**src/spq_pkg.sv**
```systemverilog
// ----------------------------------------------------------------------------
// Sorted priority queue package
// Shared types and codes for the sorted priority queue unit.
// ----------------------------------------------------------------------------
package spq_pkg;

  // Default number of entries held by the queue.
  localparam int SPQ_DEPTH = 16;

  // Operation codes of a request.
  localparam logic OP_INSERT = 1'b0;
  localparam logic OP_REMOVE = 1'b1;

  // Result status codes.
  localparam logic [1:0] ST_DONE  = 2'd0;
  localparam logic [1:0] ST_FULL  = 2'd1;
  localparam logic [1:0] ST_EMPTY = 2'd2;

  // One stored entry.
  typedef struct packed {
    logic [15:0] code;
    logic [7:0]  priority_val;
  } entry_t;

  // Controller states.
  typedef enum logic [2:0] {
    S_IDLE,
    S_INS_CMP,
    S_INS_LAST,
    S_DEQ,
    S_RESULT
  } state_t;

endpackage

```
**src/spq_if.sv**
```systemverilog
// ----------------------------------------------------------------------------
// Sorted priority queue channels
// Request and result channels with a valid/ready handshake.
// ----------------------------------------------------------------------------

// Request channel: one insert or remove.
interface spq_in_if;
  logic        valid;
  logic        ready;
  logic        op;
  logic [15:0] item_code;
  logic [7:0]  item_priority;

  modport source (output valid, output op, output item_code, output item_priority,
                  input ready);
  modport sink (input valid, input op, input item_code, input item_priority,
                output ready);
endinterface

// Result channel: one result per request.
interface spq_out_if;
  logic        valid;
  logic        ready;
  logic [1:0]  status;
  logic [15:0] out_code;
  logic [7:0]  out_priority;
  logic [4:0]  occupancy;

  modport source (output valid, output status, output out_code, output out_priority,
                  output occupancy, input ready);
  modport sink (input valid, input status, input out_code, input out_priority,
                input occupancy, output ready);
endinterface

```
**src/spq_mem.sv**
```systemverilog
// ----------------------------------------------------------------------------
// Sorted priority queue entry memory
// Simple dual-port entry store: one write and one registered read a cycle.
// ----------------------------------------------------------------------------
module spq_mem
  import spq_pkg::*;
#(
  parameter int DEPTH = SPQ_DEPTH,
  localparam int AW = (DEPTH > 1) ? $clog2(DEPTH) : 1
) (
  input  logic          clk,
  input  logic          wr_en,
  input  logic [AW-1:0] wr_addr,
  input  entry_t        wr_data,
  input  logic          rd_en,
  input  logic [AW-1:0] rd_addr,
  output entry_t        rd_data
);

  entry_t mem [DEPTH];

  // Write port.
  always_ff @(posedge clk) begin
    if (wr_en) begin
      mem[wr_addr] <= wr_data;
    end
  end

  // Registered read port.
  always_ff @(posedge clk) begin
    if (rd_en) begin
      rd_data <= mem[rd_addr];
    end
  end

endmodule

```
**src/sorted_priority_queue_unit.sv**
```systemverilog
// ----------------------------------------------------------------------------
// Sorted priority queue unit
// Entries kept in ascending priority order in a circular entry memory.
// ----------------------------------------------------------------------------
// The queue holds up to DEPTH entries in a ring in one memory with one write
// and one read port. A request is taken only when the controller is idle and
// its result follows through an output register, so a new request may enter
// while the previous result still waits. A rejected insert, a remove on an
// empty queue and an insert into an empty queue go straight to the result
// state; a remove passes through a dequeue state; any other insert moves each
// stored entry of higher priority up one slot, one at a time, through the
// single memory read and write ports. Reset needs no clearing pass.
module sorted_priority_queue_unit
  import spq_pkg::*;
#(
  parameter int DEPTH = SPQ_DEPTH
) (
  input  logic   clk,
  input  logic   rst_n,
  spq_in_if.sink   in_chan,
  spq_out_if.source out_chan
);

  localparam int AW = (DEPTH > 1) ? $clog2(DEPTH) : 1;
  localparam int CW = $clog2(DEPTH + 1);

  // Ring pointer helpers.
  function automatic logic [AW-1:0] ptr_inc(input logic [AW-1:0] p);
    return (p == AW'(DEPTH - 1)) ? '0 : p + AW'(1);
  endfunction

  function automatic logic [AW-1:0] ptr_dec(input logic [AW-1:0] p);
    return (p == '0) ? AW'(DEPTH - 1) : p - AW'(1);
  endfunction

  state_t        state_r, state_nxt;
  logic [AW-1:0] head_r, head_nxt;
  logic [AW-1:0] tail_r, tail_nxt;
  logic [CW-1:0] count_r, count_nxt;
  logic [AW-1:0] hole_ph_r, hole_ph_nxt;
  logic [CW-1:0] hole_lg_r, hole_lg_nxt;
  entry_t        new_r, new_nxt;
  logic [1:0]    res_status_r, res_status_nxt;
  entry_t        res_entry_r, res_entry_nxt;
  logic          out_valid_r, out_valid_nxt;
  logic [1:0]    out_status_r, out_status_nxt;
  entry_t        out_entry_r, out_entry_nxt;
  logic [4:0]    out_occ_r, out_occ_nxt;

  logic          mem_we;
  logic [AW-1:0] mem_waddr;
  entry_t        mem_wdata;
  logic          mem_re;
  logic [AW-1:0] mem_raddr;
  entry_t        mem_rdata;

  logic          in_fire;
  logic          out_free;
  logic          full;
  logic          empty;
  logic          shift_up;
  entry_t        req_entry;

  // Requests are taken only while the controller is idle.
  assign in_chan.ready = (state_r == S_IDLE);

  assign in_fire  = in_chan.valid && in_chan.ready;
  assign out_free = !out_valid_r || out_chan.ready;
  assign full     = (count_r == CW'(DEPTH));
  assign empty    = (count_r == '0);
  // A stored entry of strictly higher priority value moves up past the new one.
  assign shift_up = (mem_rdata.priority_val > new_r.priority_val);

  assign req_entry.code         = in_chan.item_code;
  assign req_entry.priority_val = in_chan.item_priority;

  // Entry memory.
  spq_mem #(
    .DEPTH (DEPTH)
  ) u_mem (
    .clk     (clk),
    .wr_en   (mem_we),
    .wr_addr (mem_waddr),
    .wr_data (mem_wdata),
    .rd_en   (mem_re),
    .rd_addr (mem_raddr),
    .rd_data (mem_rdata)
  );

  // Next state.
  always_comb begin
    state_nxt = state_r;
    case (state_r)
      S_IDLE: begin
        if (in_fire) begin
          if (in_chan.op == OP_INSERT) begin
            state_nxt = (full || empty) ? S_RESULT : S_INS_CMP;
          end else begin
            state_nxt = empty ? S_RESULT : S_DEQ;
          end
        end
      end
      S_INS_CMP: begin
        if (!shift_up) begin
          state_nxt = S_RESULT;
        end else if (hole_lg_r == CW'(1)) begin
          state_nxt = S_INS_LAST;
        end
      end
      S_INS_LAST: state_nxt = S_RESULT;
      S_DEQ:      state_nxt = S_RESULT;
      S_RESULT: begin
        if (out_free) begin
          state_nxt = S_IDLE;
        end
      end
      default:    state_nxt = S_IDLE;
    endcase
  end

  // Memory accesses and datapath updates.
  always_comb begin
    head_nxt       = head_r;
    tail_nxt       = tail_r;
    count_nxt      = count_r;
    hole_ph_nxt    = hole_ph_r;
    hole_lg_nxt    = hole_lg_r;
    new_nxt        = new_r;
    res_status_nxt = res_status_r;
    res_entry_nxt  = res_entry_r;
    out_valid_nxt  = out_valid_r && !out_chan.ready;
    out_status_nxt = out_status_r;
    out_entry_nxt  = out_entry_r;
    out_occ_nxt    = out_occ_r;
    mem_we         = 1'b0;
    mem_waddr      = hole_ph_r;
    mem_wdata      = new_r;
    mem_re         = 1'b0;
    mem_raddr      = ptr_dec(hole_ph_r);
    case (state_r)
      S_IDLE: begin
        if (in_fire) begin
          new_nxt        = req_entry;
          res_status_nxt = ST_DONE;
          res_entry_nxt  = '0;
          if (in_chan.op == OP_INSERT) begin
            if (full) begin
              res_status_nxt = ST_FULL;
            end else if (empty) begin
              // First entry goes straight into the tail slot.
              mem_we    = 1'b1;
              mem_waddr = tail_r;
              mem_wdata = req_entry;
              tail_nxt  = ptr_inc(tail_r);
              count_nxt = count_r + CW'(1);
            end else begin
              // Open the hole at the tail and fetch the entry below it.
              mem_re      = 1'b1;
              mem_raddr   = ptr_dec(tail_r);
              hole_ph_nxt = tail_r;
              hole_lg_nxt = count_r;
            end
          end else begin
            if (empty) begin
              res_status_nxt = ST_EMPTY;
            end else begin
              mem_re    = 1'b1;
              mem_raddr = head_r;
            end
          end
        end
      end
      S_INS_CMP: begin
        mem_we = 1'b1;
        if (shift_up) begin
          // Move the fetched entry into the hole and look one slot lower.
          mem_wdata   = mem_rdata;
          hole_ph_nxt = ptr_dec(hole_ph_r);
          hole_lg_nxt = hole_lg_r - CW'(1);
          if (hole_lg_r != CW'(1)) begin
            mem_re    = 1'b1;
            mem_raddr = ptr_dec(ptr_dec(hole_ph_r));
          end
        end else begin
          tail_nxt  = ptr_inc(tail_r);
          count_nxt = count_r + CW'(1);
        end
      end
      S_INS_LAST: begin
        // The hole has reached the head: the new entry becomes the head.
        mem_we    = 1'b1;
        head_nxt  = hole_ph_r;
        tail_nxt  = ptr_inc(tail_r);
        count_nxt = count_r + CW'(1);
      end
      S_DEQ: begin
        res_entry_nxt = mem_rdata;
        head_nxt      = ptr_inc(head_r);
        count_nxt     = count_r - CW'(1);
      end
      S_RESULT: begin
        if (out_free) begin
          out_valid_nxt  = 1'b1;
          out_status_nxt = res_status_r;
          out_entry_nxt  = res_entry_r;
          out_occ_nxt    = 5'(count_r);
        end
      end
      default: begin
        mem_we = 1'b0;
      end
    endcase
  end

  // Control registers.
  always_ff @(posedge clk) begin
    if (!rst_n) begin
      state_r     <= S_IDLE;
      head_r      <= '0;
      tail_r      <= '0;
      count_r     <= '0;
      out_valid_r <= 1'b0;
    end else begin
      state_r     <= state_nxt;
      head_r      <= head_nxt;
      tail_r      <= tail_nxt;
      count_r     <= count_nxt;
      out_valid_r <= out_valid_nxt;
    end
  end

  // Payload registers.
  always_ff @(posedge clk) begin
    hole_ph_r    <= hole_ph_nxt;
    hole_lg_r    <= hole_lg_nxt;
    new_r        <= new_nxt;
    res_status_r <= res_status_nxt;
    res_entry_r  <= res_entry_nxt;
    out_status_r <= out_status_nxt;
    out_entry_r  <= out_entry_nxt;
    out_occ_r    <= out_occ_nxt;
  end

  // Result channel.
  assign out_chan.valid        = out_valid_r;
  assign out_chan.status       = out_status_r;
  assign out_chan.out_code     = out_entry_r.code;
  assign out_chan.out_priority = out_entry_r.priority_val;
  assign out_chan.occupancy    = out_occ_r;

endmodule

```
**src/flat_wrapper.sv**
```systemverilog
// flat-port wrapper written by rule: the top's interface ports become plain ports
module sorted_priority_queue_unit_flat import spq_pkg::*;
#(
  parameter int DEPTH = SPQ_DEPTH
)
  (clk, rst_n, in_chan_valid, in_chan_op, in_chan_item_code, in_chan_item_priority, in_chan_ready, out_chan_valid, out_chan_status, out_chan_out_code, out_chan_out_priority, out_chan_occupancy, out_chan_ready);
  spq_in_if in_chan_i ();
  spq_out_if out_chan_i ();
  input  logic clk;
  input  logic rst_n;
  input wire logic [$bits(in_chan_i.valid)-1:0] in_chan_valid;
  input wire logic [$bits(in_chan_i.op)-1:0] in_chan_op;
  input wire logic [$bits(in_chan_i.item_code)-1:0] in_chan_item_code;
  input wire logic [$bits(in_chan_i.item_priority)-1:0] in_chan_item_priority;
  output wire logic [$bits(in_chan_i.ready)-1:0] in_chan_ready;
  output wire logic [$bits(out_chan_i.valid)-1:0] out_chan_valid;
  output wire logic [$bits(out_chan_i.status)-1:0] out_chan_status;
  output wire logic [$bits(out_chan_i.out_code)-1:0] out_chan_out_code;
  output wire logic [$bits(out_chan_i.out_priority)-1:0] out_chan_out_priority;
  output wire logic [$bits(out_chan_i.occupancy)-1:0] out_chan_occupancy;
  input wire logic [$bits(out_chan_i.ready)-1:0] out_chan_ready;
  assign in_chan_i.valid = in_chan_valid;
  assign in_chan_i.op = in_chan_op;
  assign in_chan_i.item_code = in_chan_item_code;
  assign in_chan_i.item_priority = in_chan_item_priority;
  assign in_chan_ready = in_chan_i.ready;
  assign out_chan_valid = out_chan_i.valid;
  assign out_chan_status = out_chan_i.status;
  assign out_chan_out_code = out_chan_i.out_code;
  assign out_chan_out_priority = out_chan_i.out_priority;
  assign out_chan_occupancy = out_chan_i.occupancy;
  assign out_chan_i.ready = out_chan_ready;
  sorted_priority_queue_unit #(.DEPTH(DEPTH)) u_core (.clk(clk), .rst_n(rst_n), .in_chan(in_chan_i), .out_chan(out_chan_i));
endmodule
```
**config.mk**
```make
export PLATFORM = sky130hd
export DESIGN_NAME = sorted_priority_queue_unit_flat
export DESIGN_NICKNAME = d
export VERILOG_FILES = /design/src/spq_pkg.sv /design/src/spq_if.sv /design/src/spq_mem.sv /design/src/sorted_priority_queue_unit.sv /design/src/flat_wrapper.sv
export SDC_FILE = /design/constraint.sdc
export NUM_CORES = 1
export LEC_CHECK = 0
export ABC_AREA = 1
export BUFFER_PORTS_ARGS = -buffer_cell sky130_fd_sc_hd__buf_2
export CORE_UTILIZATION = 44
export DETAILED_ROUTE_END_ITERATION = 8
export HOLD_SLACK_MARGIN = 0.06
export PLACE_DENSITY_LB_ADDON = 0.2
export SLEW_MARGIN = 20
export SYNTH_ARGS = -nofsm -noshare
export SYNTH_HDL_FRONTEND = slang
export SYNTH_SLANG_ARGS = --single-unit
```
**constraint.sdc**
```tcl
create_clock -name clk -period 5.7 [get_ports clk]
set_input_delay 0.285 -clock clk [delete_from_list [all_inputs] [get_ports clk]]
set_output_delay 0.285 -clock clk [all_outputs]
set_load 0.02 [all_outputs]
```
After elaboration in Yosys (flattened, before gate mapping)
Memory sizes are Yosys's and may differ from the RTL's. A register that Yosys moved wholly into a read port is not among the register bits.
Cells that the tools add are included.
- register bits: 107
- latch bits: 0
- RAM bits: 384
- memory bits (read-only): 0
- input bits: 29
- output and inout port bits: 33
- logic and storage cells: 147
- memories: 1
- memory list (memory ; depth ; width ; read ports ; clocked after Yosys merged registers in ; write ports ; RTL line ; RTL):
    u_core.u_mem.mem ; 16 ; 24 ; 1 ; 1 ; 1 ; spq_mem.sv:20 ; entry_t mem [DEPTH];
- add/subtract/negate cells: 8
- $mul: 0
- divide/modulo/power cells: 0
- $lt $le $gt $ge: 1
- eq/ne operators: 18
- shift operators: 0
- multiplexer cells: 78
- bitwise logic cells: 0
- reductions and logical operators: 25
- operators by type and width (operator ; number):
    two-way mux 24 bit ; 6
    two-way mux 4 bit ; 27
    case mux 24 bit (2 select lines) ; 2
    two-way mux 5 bit ; 10
    case mux 4 bit (2 select lines) ; 3
    two-way mux 3 bit ; 7
    case mux 5 bit (4 select lines) ; 1
    AND reduction 6 bit ; 3
    two-way mux 1 bit ; 15
    logical NOT 4 bit ; 3
    != test 2 bit, second input constant ; 6
    case mux 3 bit (4 select lines) ; 1
    case mux 4 bit (3 select lines) ; 1
    subtractor 4 x 1 -> 4 bit, second input constant ; 3
    case mux 5 bit (2 select lines) ; 1
    subtractor 5 x 1 -> 5 bit, second input constant ; 2
    adder 4 x 1 -> 4 bit, second input constant ; 2
    equality test 4 bit, second input constant ; 2
    > comparator 8 bit ; 1
    equality test 3 x 2 -> 1 bit, second input constant ; 2
    AND reduction 2 bit ; 3
    nonzero test 2 bit ; 3
    adder 5 x 1 -> 5 bit, second input constant ; 1
    equality test 5 x 1 -> 1 bit, second input constant ; 1
    other kinds (17) ; 24

Longest topological paths before layout
- depth in word-level cells: 8
- depth in mapped cells: 22
- gate-level depth less buffers: 20

Hierarchy
Synthesis repeated with hierarchy kept, for this count alone.
- cell total of the unflattened synthesis: 2149
- area total of the unflattened synthesis: 22665.5 um2
- modules (own cells, without submodules) (module ; times used ; cells an instance ; area an instance (um2) ; seq. area each (um2)):
    spq_mem ; 1 ; 1597 ; 17189.0 ; 12251.8
    sorted_priority_queue_unit ; 1 ; 552 ; 5476.5 ; 3042.9

Worst setup path before layout
Ideal clock, no wire load.
- kind: flip-flop to flip-flop
- start: reg u_core.state_r[2]
- end: mem u_core.u_mem.mem[11][0] (netlist bit) (enable)
- library setup time: 0.405 ns
- arrival: 2.475 ns
- data required time: 5.295 ns
- path slack: 2.820 ns
- cell stages (with the launch flop): 8
- path buffers: 0
- period minus slack after synthesis: 2.880 ns
- path through: dfxtp_1 > nor2_2 > nand2_2 > inv_2 > nand4_1 > o21ai_0 > nand3_1 > nor2_1
- word-level cells in the longest chain between the ends: 6
- elaborated cells on any way between the ends: 11
- those cells by class: eq/ne (2); mux (6); reduce/logical (3)
- RTL lines (element ; RTL line ; RTL):
    start: declaration ; sorted_priority_queue_unit.sv:36 ; state_t state_r, state_nxt;
    start signal: assignment ; sorted_priority_queue_unit.sv:224 ; state_r <= state_nxt;
    logical NOT 3 bit * ; sorted_priority_queue_unit.sv:65 ; assign in_chan.ready = (state_r == S_IDLE);
    net in_chan_ready ; flat_wrapper.sv:15 ; output wire logic [$bits(in_chan_i.ready)-1:0] in_chan_ready;
    logical AND 1 bit ; sorted_priority_queue_unit.sv:67 ; assign in_fire = in_chan.valid && in_chan.ready;
    two-way mux 1 bit ; sorted_priority_queue_unit.sv:142 ; if (in_fire) begin
    case mux 1 bit (2 select lines) ; sorted_priority_queue_unit.sv:140 ; case (state_r)
    two-way mux 1 bit ; spq_mem.sv:24 ; if (wr_en) begin
    two-way mux 1 bit (not written as such) ; spq_mem.sv:25 ; mem[wr_addr] <= wr_data;
    end: declaration ; spq_mem.sv:20 ;
Mark *: on every way through the listed nets, which the timed path passes. The rest lies on a longest branch.

Final worst setup path
- start: reg u_core.hole_ph_r[0]
- end: reg, netlist name u_core.u_mem.rd_data[3]
- word-level cells in the longest chain between the ends: 7
- elaborated cells on any way between the ends: 14
- those cells by class: add/sub (2); mux (10); reduce/logical (2)
- RTL lines (element ; RTL line ; RTL):
    start: declaration ; sorted_priority_queue_unit.sv:40 ; logic [AW-1:0] hole_ph_r, hole_ph_nxt;
    start signal: assignment ; sorted_priority_queue_unit.sv:234 ; hole_ph_r <= hole_ph_nxt;
    subtractor 4 x 1 -> 4 bit / logical NOT 4 bit (equally long branches) ; sorted_priority_queue_unit.sv:33 ; return (p == '0) ? AW'(DEPTH - 1) : p - AW'(1);
    two-way mux 4 bit * ; sorted_priority_queue_unit.sv:33 ;
    subtractor 4 x 1 -> 4 bit (tied with other cells) ; sorted_priority_queue_unit.sv:33 ;
    two-way mux 4 bit (on tied branches) ; sorted_priority_queue_unit.sv:33, sorted_priority_queue_unit.sv:147 ;
    two-way mux 4 bit (on tied branches) ; sorted_priority_queue_unit.sv:180, sorted_priority_queue_unit.sv:146 ;
    two-way mux 4 bit (on tied branches) ; sorted_priority_queue_unit.sv:175, sorted_priority_queue_unit.sv:142 ;
    case mux 4 bit (2 select lines) * ; sorted_priority_queue_unit.sv:140 ;
Every way passes the cells marked *; elsewhere a longest branch is shown, timed or not.
A chain may end at the register's enable or synchronous reset.

==> reports/metrics.sh <==
RUN_STATUS='completed'
FINAL.SETUP.TNS_PS=0
CTSLONGESTPATHBUFFERS=3
CRIT_REQUIRED_PS=6030
CHIPHEIGHT_UM=229
WORSTSETUPENDPOINTTYPE='flop'
GR-TOTAL-OVERFLOW=0
TIMING_HOLD_VIOLATIONS_FINAL=0
GRT.TOTAL_USAGE_PCT=22.6
ANTENNA_VIOLATING_NETS_POST_ROUTE=0
MULTIINPUTGATEAREA_UM2=5860
FIN_SKEW_PS=15.6
WORST_HOLD_SLACK_PS=129
AREA.SEQUENTIAL_UM2=15300
HTREE_LEVELS=2
CTS-BUFFERS-INSERTED=52
MIN-DELAY-PATH-CLASS='in -> reg'
PIN_COUNT_OF_THE_BIGGEST_NET_ENTERING_GLOBAL_ROUTING=120
LAYOUT.CELLS.NON_FILLER=2907
DETAILEDPLACEMENTHPWL_MM=33.2
PLACEABLECOREAREA_UM2=50500
INITIAL_CELL_DENSITY_OF_THE_CORE_PCT=44.8
GRT_FIRST_PASS_WIRELENGTH_MM=89.6
GRT_SETUP_UNREPAIRED='false'
POSTLAYOUTCOREUTIL_PCT=51.5
FILLCELLCOUNT=4407
AVGVIACOUNTPERCELL=5.36
FP-ROW-COUNT=82
FIRST_GLOBAL_VIAS=14791
CLK_PIN_SLEW_WORST_PATHS_PS=70
YOSYSWARNINGCOUNT=0
SETUP-VIOLATIONS-FINAL=0
MAX_SLEW.WORST_PIN.SLEW_PS=1130
MAXSLEWHEADROOM_PCT=24.3
LATEST_CLOCK_ARRIVAL_WITHIN_THE_WORST_SKEW_PAIR_PS=600
DR_TOTAL_VIAS=15569
AVERAGE_WIRE_LENGTH_PER_CELL_AFTER_DETAIL_ROUTING_UM=20.2
TRITONCTS='built'
YS_TYPES=41
FLOORPLAN.DIE_AREA_UM2=52300
AREA_DELTA_SYNTH_FINAL_PCT=15.0
ANTENNA_FOUND_INITIAL=1
INSERTEDDIODECOUNT=0
YOSYS_REGISTER_BITS=515
DRV.MAX_CAP_VIOLATION_COUNT=0
SYN_AREA_UM2=22600
TIMING_MAX_TRANSITION_VIOLATIONS_FINAL=0
BOUNDARYPINS=62
LAYOUT_CELLS_SIZED_ABOVE_1_PCT=10.7
DETAIL_ROUTE.ITER0.VIOLATIONS=1559
SEQ_TOTAL_AREA_YOSYS_PCT=67.6
TIMING.FMAX_GHz=0.251
CHIPWIDTH_UM=229
POST_SYNTH_INST_COUNT=2108
POST_CTS.RESIZED_INSTANCES=0
POSTROUTEWIRELENGTH_MM=58.6
TIMING.CRITICAL_PATH.ARRIVAL_PS=4310
FINAL.PERIOD_UTILIZATION_PCT=69.8
DRC_ERRORS=0
CLOCK-ROOT-BUFFER='sky130_fd_sc_hd__clkbuf_16'
FINAL_PERIOD_MINUS_WORST_SETUP_SLACK_PS=3980
SYNTH.NET_COUNT=2159
CTS_NUM_SINKS=515
CRITPATHKIND='reg -> reg'
TIMING.CRITICAL_PATH.FANOUT_MAX=119
LAYOUT.NETS=2245
DETAILEDROUTE.FIRSTPASSITERATIONCOUNT=5
PLACED_CELLS_INCL_TAPS=2782
CP-START-KIND='flop'
PORT-BUFFER-COUNT=61
FINALWEIGHTEDCONGESTION=0.879
SYNTH.AVG_CELL_AREA_UM2=10.7
==> metal layers <==
layer	routed length, µm	vias to the layer above	part of all wire [%]	global-route usage, %
li1	-	7329	-	-
met1	26200	7591	45	32.0
met2	27000	571	46	36.2
met3	4040	78	6.9	2.93
met4	1400	0	2.4	6.98
met5	0	-	0	0
==> layout by cell type, fill, tap and decap left out, types with 20 or more instances in the layout <==
cell type,synthesis,final
sky130_fd_sc_hd__dlygate4sd3_1,0,26
sky130_fd_sc_hd__nand3b_1,24,24
sky130_fd_sc_hd__o211ai_1,20,20
sky130_fd_sc_hd__a21oi_1,22,21
sky130_fd_sc_hd__clkbuf_16,0,54
sky130_fd_sc_hd__buf_4,11,45
sky130_fd_sc_hd__o21ai_0,44,44
sky130_fd_sc_hd__inv_1,298,298
sky130_fd_sc_hd__nor2_1,70,54
sky130_fd_sc_hd__edfxtp_1,498,498
sky130_fd_sc_hd__nand3_1,450,450
sky130_fd_sc_hd__nand2_1,469,467
sky130_fd_sc_hd__ha_1,21,21
sky130_fd_sc_hd__buf_2,57,61
==> registers in the layout, summed over array words and instances, names as in the netlist <==
signal / flops
u_core.u_mem.rd_data: 24
u_core.out_chan.out_code: 16
u_core.res_entry_r: 24
u_core.res_status_r: 2
u_core.tail_r: 4
u_core.out_chan.out_priority: 8
u_core.hole_lg_r: 5
u_core.state_r: 3
u_core.count_r: 5
u_core.out_chan.status: 2
u_core.head_r: 4
u_core.out_chan.valid: 1
u_core.u_mem.mem: 384
u_core.hole_ph_r: 4
u_core.out_chan.occupancy: 5
u_core.new_r: 24
==> worst paths after layout <==
check	from	end	slack, ps	cells past startpoint
setup / recovery	u_core.hole_ph_r[0]$_DFFE_PP_	u_core.u_mem.rd_data[3]$_DFFE_PP_	1720	18
hold / removal	in_chan_op	u_core.res_status_r[0]$_SDFFCE_PP0P_	130	2
setup reg to reg	u_core.hole_ph_r[0]$_DFFE_PP_	u_core.u_mem.rd_data[3]$_DFFE_PP_	1720	18
hold reg to reg	u_core.res_entry_r[22]$_SDFFCE_PN0P_	u_core.out_chan.out_code[14]$_DFFE_PP_	410	0
==> kinds of logic (layout without fill, tap and decap cells) <==
kind of cell	Yosys count	count (layout)	synth area share, %
XOR/XNOR	7	7	0.271
AO/OA/AOI/OAI	109	109	2.94
flip-flops	515	515	67.6
adder cells (fa/ha/maj)	22	22	1.25
AND/OR/NAND/NOR	1039	1039	20.5
buffers and inverters	416	543	7.47
==> cells in the mapped netlist, drive strengths merged <==
cell | instances | area (µm²)
dfxtp | 17 | 340
o221ai | 8 | 70.1
a221oi | 2 | 17.5
nor2 | 73 | 287
buf | 76 | 413
o21a | 1 | 7.51
or2 | 2 | 12.5
xnor2 | 4 | 35.0
o211ai | 20 | 150
nor3 | 9 | 50.1
clkinv | 1 | 3.75
clkbuf | 33 | 124
a31oi | 1 | 6.26
a311oi | 1 | 8.76
edfxtp | 498 | 15000
nor3b | 1 | 7.51
o21ai | 48 | 248
a21oi | 24 | 128
nand4 | 5 | 37.5
a211oi | 3 | 22.5
nand3b | 24 | 180
nand2 | 473 | 1790
a21o | 1 | 7.51
ha | 21 | 263
xor2 | 3 | 26.3
nand3 | 452 | 2270
inv | 306 | 1150
fa | 1 | 20.0
==> worst max-delay path: stages (launching register included) <==
cell and delay, ps:
sky130_fd_sc_hd__edfxtp_1 510, sky130_fd_sc_hd__inv_1 150, sky130_fd_sc_hd__ha_1 200, sky130_fd_sc_hd__nand3_1 80
sky130_fd_sc_hd__nand2_1 140, sky130_fd_sc_hd__inv_1 140, sky130_fd_sc_hd__nand2_1 90, sky130_fd_sc_hd__nand2_1 50
sky130_fd_sc_hd__nand3_1 80, sky130_fd_sc_hd__nand3_1 180, sky130_fd_sc_hd__nand2_8 370, sky130_fd_sc_hd__nand2_8 530
sky130_fd_sc_hd__buf_4 500, sky130_fd_sc_hd__nand2_1 90, sky130_fd_sc_hd__nand2_1 50, sky130_fd_sc_hd__nand2_1 70
sky130_fd_sc_hd__nand3_1 110, sky130_fd_sc_hd__nand3_1 100, sky130_fd_sc_hd__nand2_1 110
==> final cells by class <==
cell class / instances / share of cell area (%)
multi-input combinational: 1177 / 22.5
clock inverter: 33 / 1.56
sequential: 515 / 58.8
tap: 672 / 3.23
inverter: 307 / 4.43
timing repair buffer: 141 / 4.12
clock buffer: 62 / 5.31
==> through the flow <==
step                      setup WS [ps]  area [µm²]
after floorplan                    2820       22600
after global placement             1820       23800
after detailed placement           1790       23900
after CTS                          1780       26000
after global routing               1410       26000
final                              1720       26000
==> timing repair <==
item,in CTS,in global routing
endpoints found under the hold margin,33,0
hold buffers,26,0
setup endpoints to repair,0,0
setup buffers,0,0
Power is not shown: default switching activity piles up to over one toggle a cycle in this logic, so the estimate is an artifact.
